`src/hw/rtl/khpr_pkg.sv`:
```
`timescale 1ns / 1ps
package khpr_pkg;

    localparam int KMER_BITS_DEF = 64;
    localparam int CFG_W         = 16;
    localparam int CFG_IDX_W     = 2;
    localparam int FIFO_DEPTH    = 4;

    typedef enum logic [CFG_IDX_W-1:0] {
        REG_PASS_COUNT      = 2'd0,
        REG_CURRENT_PASS    = 2'd1,
        REG_PARTITION_COUNT = 2'd2
    } reg_idx_t;

    typedef struct packed {
        logic [CFG_W-1:0] pass_count;
        logic [CFG_W-1:0] current_pass;
        logic [CFG_W-1:0] partition_count;
    } khpr_cfg_t;

endpackage

```
`src/hw/rtl/khpr_fifo.sv`:
```
`timescale 1ns / 1ps
module khpr_fifo #(
    parameter int W = khpr_pkg::KMER_BITS_DEF
) (
    input  logic         clk,
    input  logic         rst_n,
    input  logic         push,
    input  logic [W-1:0] push_kmer,
    input  logic [W-1:0] push_quot,
    input  logic         pop,
    output logic         empty,
    output logic         full,
    output logic [W-1:0] head_kmer,
    output logic [W-1:0] head_quot
);
    import khpr_pkg::*;

    localparam int PTR_W = $clog2(FIFO_DEPTH);
    localparam int CNT_W = $clog2(FIFO_DEPTH + 1);

    logic [W-1:0]     kmer_mem [0:FIFO_DEPTH-1];
    logic [W-1:0]     quot_mem [0:FIFO_DEPTH-1];
    logic [PTR_W-1:0] wr_ptr_reg, wr_ptr_next;
    logic [PTR_W-1:0] rd_ptr_reg, rd_ptr_next;
    logic [CNT_W-1:0] count_reg, count_next;
    logic             do_push, do_pop;

    always_comb
    begin
        do_push     = push && !full;
        do_pop      = pop && !empty;
        wr_ptr_next = do_push ? wr_ptr_reg + 1'b1 : wr_ptr_reg;
        rd_ptr_next = do_pop ? rd_ptr_reg + 1'b1 : rd_ptr_reg;
        count_next  = count_reg;
        if (do_push && !do_pop)
        begin
            count_next = count_reg + 1'b1;
        end
        else if (do_pop && !do_push)
        begin
            count_next = count_reg - 1'b1;
        end
    end

    always_ff @(posedge clk or negedge rst_n)
    begin
        if (!rst_n)
        begin
            wr_ptr_reg <= '0;
            rd_ptr_reg <= '0;
            count_reg  <= '0;
        end
        else
        begin
            wr_ptr_reg <= wr_ptr_next;
            rd_ptr_reg <= rd_ptr_next;
            count_reg  <= count_next;
        end
    end

    always_ff @(posedge clk)
    begin
        if (do_push)
        begin
            kmer_mem[wr_ptr_reg] <= push_kmer;
            quot_mem[wr_ptr_reg] <= push_quot;
        end
    end

    assign empty     = (count_reg == '0);
    assign full      = (count_reg == CNT_W'(FIFO_DEPTH));
    assign head_kmer = kmer_mem[rd_ptr_reg];
    assign head_quot = quot_mem[rd_ptr_reg];

endmodule

```
`config.mk`:
```
export PLATFORM = sky130hd
export DESIGN_NAME = khpr_fifo
export DESIGN_NICKNAME = d
export VERILOG_FILES = /design/src/hw/rtl/khpr_pkg.sv /design/src/hw/rtl/khpr_fifo.sv
export SDC_FILE = /design/constraint.sdc
export NUM_CORES = 1
export LEC_CHECK = 0
export BUFFER_PORTS_ARGS = -buffer_cell sky130_fd_sc_hd__buf_4
export CORE_MARGIN = 3
export CORE_UTILIZATION = 50
export DETAILED_ROUTE_END_ITERATION = 7
export GPL_TIMING_DRIVEN = 0
export PLACE_DENSITY = 0.82
export SYNTH_ARGS = -nofsm -noshare
export SYNTH_HDL_FRONTEND = slang
export SYNTH_SLANG_ARGS = --single-unit
```
`constraint.sdc`:
```
create_clock -name clk -period 5 [get_ports clk]
set_clock_uncertainty 0.05 [all_clocks]
set_input_delay 1 -clock clk [delete_from_list [all_inputs] [get_ports clk]]
set_output_delay 1 -clock clk [all_outputs]
set_load 0.02 [all_outputs]
```
======== Word-level counts from Yosys, hierarchy flattened ========
Memory sizes are Yosys's and may differ from the RTL's.
Cells that the tools add are included.
Widths: inputs -> output; s select.
word-level totals
  output and inout port bits .............. 130
  logic and storage cells ................. 24
  bits in registers ....................... 7
  memory bits (writable) .................. 512
  memories kept ........................... 2
memory list
  memory    depth  width  rd ports  clocked after Yosys merged registers in  wr ports  line             text
  kmer_mem  4      64     1         0                                        1         khpr_fifo.sv:21  logic [W-1:0] kmer_mem [0:FIFO_DEPTH-1];
  quot_mem  4      64     1         0                                        1         khpr_fifo.sv:22  logic [W-1:0] quot_mem [0:FIFO_DEPTH-1];
operators by class
  add/sub/neg operators ................... 4
  reduce and logical (&&, ||, !) cells .... 10
  equal/unequal tests ..................... 1
  mux-type cells .......................... 4
operators by type and width
  cell                 count
  $mux 3               2
  $add 2x1->2 const B  2
  $logic_and 1x1->1    4
  $logic_not 1->1      4
  $add 3x1->3 const B  1
  $eq 3x3->1 const B   1
  $logic_not 3->1      1
  $sub 3x1->3 const B  1
  $mux 1               2
  $reduce_bool 2->1    1

======== Depth between registers and ports, before layout ========
  word-level depth ........................ 7
  gate-level depth with buffers ........... 9
  depth with buffers taken out ............ 8

======== Worst setup path after synthesis ========
No wires, ideal clock.
  path kind ............................... in2reg
  from .................................... in push
  to ...................................... mem kmer_mem[0][0] (netlist bit) (enable)
  slack ................................... 0.225 ns
  stages on the path ...................... 3
  data required time ...................... 4.448 ns
  arrival time ............................ 4.222 ns
  setup time .............................. 0.502 ns
  cells stage by stage .................... nor2b_1 -> buf_2 -> and2_1
on the way
  longest elaborated chain between the ends .. 3
RTL lines
  element                       line             text
  from (decl)                   khpr_fifo.sv:7   input logic push,
  $logic_and 1x1->1             khpr_fifo.sv:30  do_push = push && !full;
  net do_push                   khpr_fifo.sv:26  logic do_push, do_pop;
  $mux 1                        khpr_fifo.sv:63  if (do_push)
  $mux 1 (not written as such)  khpr_fifo.sv:65  kmer_mem[wr_ptr_reg] <= push_kmer;
  to (decl)                     khpr_fifo.sv:21
The timed path passes the listed nets, and every way through them passes these cells.

======== Final worst setup path ========
  from .................................... reg rd_ptr_reg[1]
  to ...................................... out head_quot[28]
on the way
  longest elaborated chain between the ends .. 1
RTL lines
  element                 line             text
  from (decl)             khpr_fifo.sv:24  logic [PTR_W-1:0] rd_ptr_reg, rd_ptr_next;
  from (signal assigned)  khpr_fifo.sv:56  rd_ptr_reg <= rd_ptr_next;
  $mem_v2 4x64            n/a
  to (decl)               khpr_fifo.sv:14  output logic [W-1:0] head_quot
Every way passes these cells.

==> reports/metrics.yaml <==
hold_slack_ps: 174
crit_chain: "clkbuf_1 -> buf_2 -> mux4_2 -> buf_4"
rsz0062_at_grt: "no"
final.period_utilization_pct: 72.7
final_antenna_net_count: 0
setup_tns_ps: 0
status: "finished, final reports clean"
synth-seq-cells: 519
yosysSeqAreaShare_pct: 82.3
drt-initial-drc-count: 498
netlist_area_um2: 18900
crit_path_max_incr_delay_ps: 670
regToRegStartpoint: "count_reg[2]"
fin_nets: 1164
finalWorstSetupSlack_ps: 1360
drv_cap: 0
clk_pin_slew_ps: 60
worstSetupEndpointType: "primary output"
die_x_um: 200
gp_congestion: 0.681
yosysWarnings: 0
start_util_pct: 51.1
synth_top_area_share_pct: 81.4
cts_max_level: 2
finalSetupViolCount: 0
synth_cells: 705
hp-class: "input pin to async pin"
critPathSlowestCell: "clkbuf_1"
crit_fanout: 10
synth.most_common_cell: "edfxtp_1"
async_flop_share_pct: 1.35
diodes: 0
tightest_slew_ps: 880
dp_slack_ps: 1850
cts_buffers: 50
dp_hpwl_um: 22300
cts_resized: 0
syn_area_per_cell_um2: 26.8
clock_latency_ps: 580
ir_drop_uv: 391
yosys-top-cells-count: "edfxtp_1 (512), mux4_2 (128), buf_2 (16)"
synthFlopType: "edfxtp_1"
grt_max_degree: 55
dieArea_um2: 40200
fin_util_pct: 63.6
drive_gt1_share_pct: 47.6
cts-root-buf: "clkbuf_16"
crit_type: "register to primary output"
drc: 0
finalHoldViolCount: 0
crit_start: "rd_ptr_reg[1]"
place.port_buffers: 261
vias: 8569
min_period_ps: 3640
wl_um: 36500
grt_usage_pct: 18.7
wl_per_cell_um: 23.3
holdBufCountCts: 0
ys_types: 22
num_rows: 70
synth_top_area_cell: "edfxtp_1"
core_um2: 37000
syn_to_final_growth_pct: 24.3
overflow: 0
antenna_found_initial: 1
cts.path.max_buffers: 3
required_ps: 3950
slew_viol_final: 0
start_kind: "register"
arrival_ps: 2590
dr.pass1.iters: 4
pwr_density_cell_nw_per_um2: 639
grt_pass1_vias: 9324
routed_via_density: 5.46
cts_tree: "done"
synth_edf_count: 512
leakagePower_uw: 0.00806
ys_top_cells_by_area: "edfxtp_1 (81%), mux4_2 (15%), dfrtp_1 (0.93%), buf_6 (0.60%), buf_2 (0.42%)"
post-cts-setup-buffers: 0
die_h_um: 200
clkSinkCount: 519
syn-num-nets: 843
relSlewSlack_pct: 41.4
grt_pass1_wl_um: 57100
max_freq_ghz: 0.275
io_pins: 262
[critical path, delay by kind of cell, from the launching register on]
family                 cells  cell delay, ps
multiplexers               1             370
flip-flops                 1             360
buffers and inverters      3            1280
[layout make-up]
type	instances	area [µm²]
clock inverter	33	437
fill	2412	13500
timing repair buffer	269	2170
sequential	519	15500
tap	504	631
clock buffer	59	1350
buffer	30	223
multi-input combinational	152	3110
inverter	4	15.0
[cells in the final DEF, fill, tap and decap left out]
cell / netlist / layout
fa_1: 1 / 1
ha_1: 5 / 5
mux4_2: 128 / 128
and2_4: 0 / 4
clkinvlp_4: 0 / 2
inv_8: 0 / 1
clkbuf_16: 0 / 53
mux2_1: 1 / 1
clkbuf_1: 2 / 8
buf_8: 1 / 1
buf_12: 0 / 1
mux2_2: 1 / 1
nor3b_2: 1 / 1
buf_2: 16 / 16
buf_4: 1 / 262
edfxtp_1: 512 / 512
nor2b_1: 1 / 1
nand2_1: 1 / 1
buf_6: 10 / 10
or3_1: 1 / 1
bufinv_16: 0 / 10
xnor2_1: 4 / 4
clkinv_4: 0 / 2
nor2_1: 1 / 1
inv_1: 4 / 4
nand3_1: 1 / 1
buf_16: 0 / 7
clkinv_2: 0 / 6
xor2_1: 2 / 2
clkinv_1: 0 / 10
inv_6: 0 / 1
clkinv_8: 0 / 1
dfrtp_1: 7 / 7
[kinds of logic after synthesis]
group | share of synthesized area (%)
and+or+nand+nor | 0.331
muxes | 15.4
adders and majority gates | 0.437
xor gates and xnor gates | 0.278
DFF | 82.3
buffers and inverters | 1.26
[power by group]
group | internal [µW] | leakage, µW | switching [µW]
combinational | 2280 | 0.00242 | 2800
sequential | 5740 | 0.00477 | 187
clock | 2450 | 0.000867 | 1550
[metrics by stage]
step           instances  total power [µW]  instance area (µm²)
3_5_place_dp        1478             11200                21700
4_1_cts             1570             15200                23500
2_1_floorplan        705              9210                18900
6_report            1570             15000                23500
3_3_place_gp        1470             11200                21500
5_1_grt             1570             15700                23500
[routing by layer]
layer	up-vias	global-route usage [%]	part of all wire, %
met4	2	6.02	2.2
li1	3704	-	-
met3	60	4.70	7.0
met1	4503	25.3	40
met5	-	0	0.022
met2	300	30.3	50
[final timing paths]
check,end,slack [ps],depth (start not counted)
setup reg to reg,kmer_mem[2][53],2460,6
min in group clk,count_reg[2],450,1
hold reg to reg,count_reg[2],450,1
hold / removal,wr_ptr_reg[1],170,1
setup / recovery,head_quot[28],1360,4
max in group asynchronous,rd_ptr_reg[1],4600,1
No activity file was read; power rests on OpenSTA's default activity.
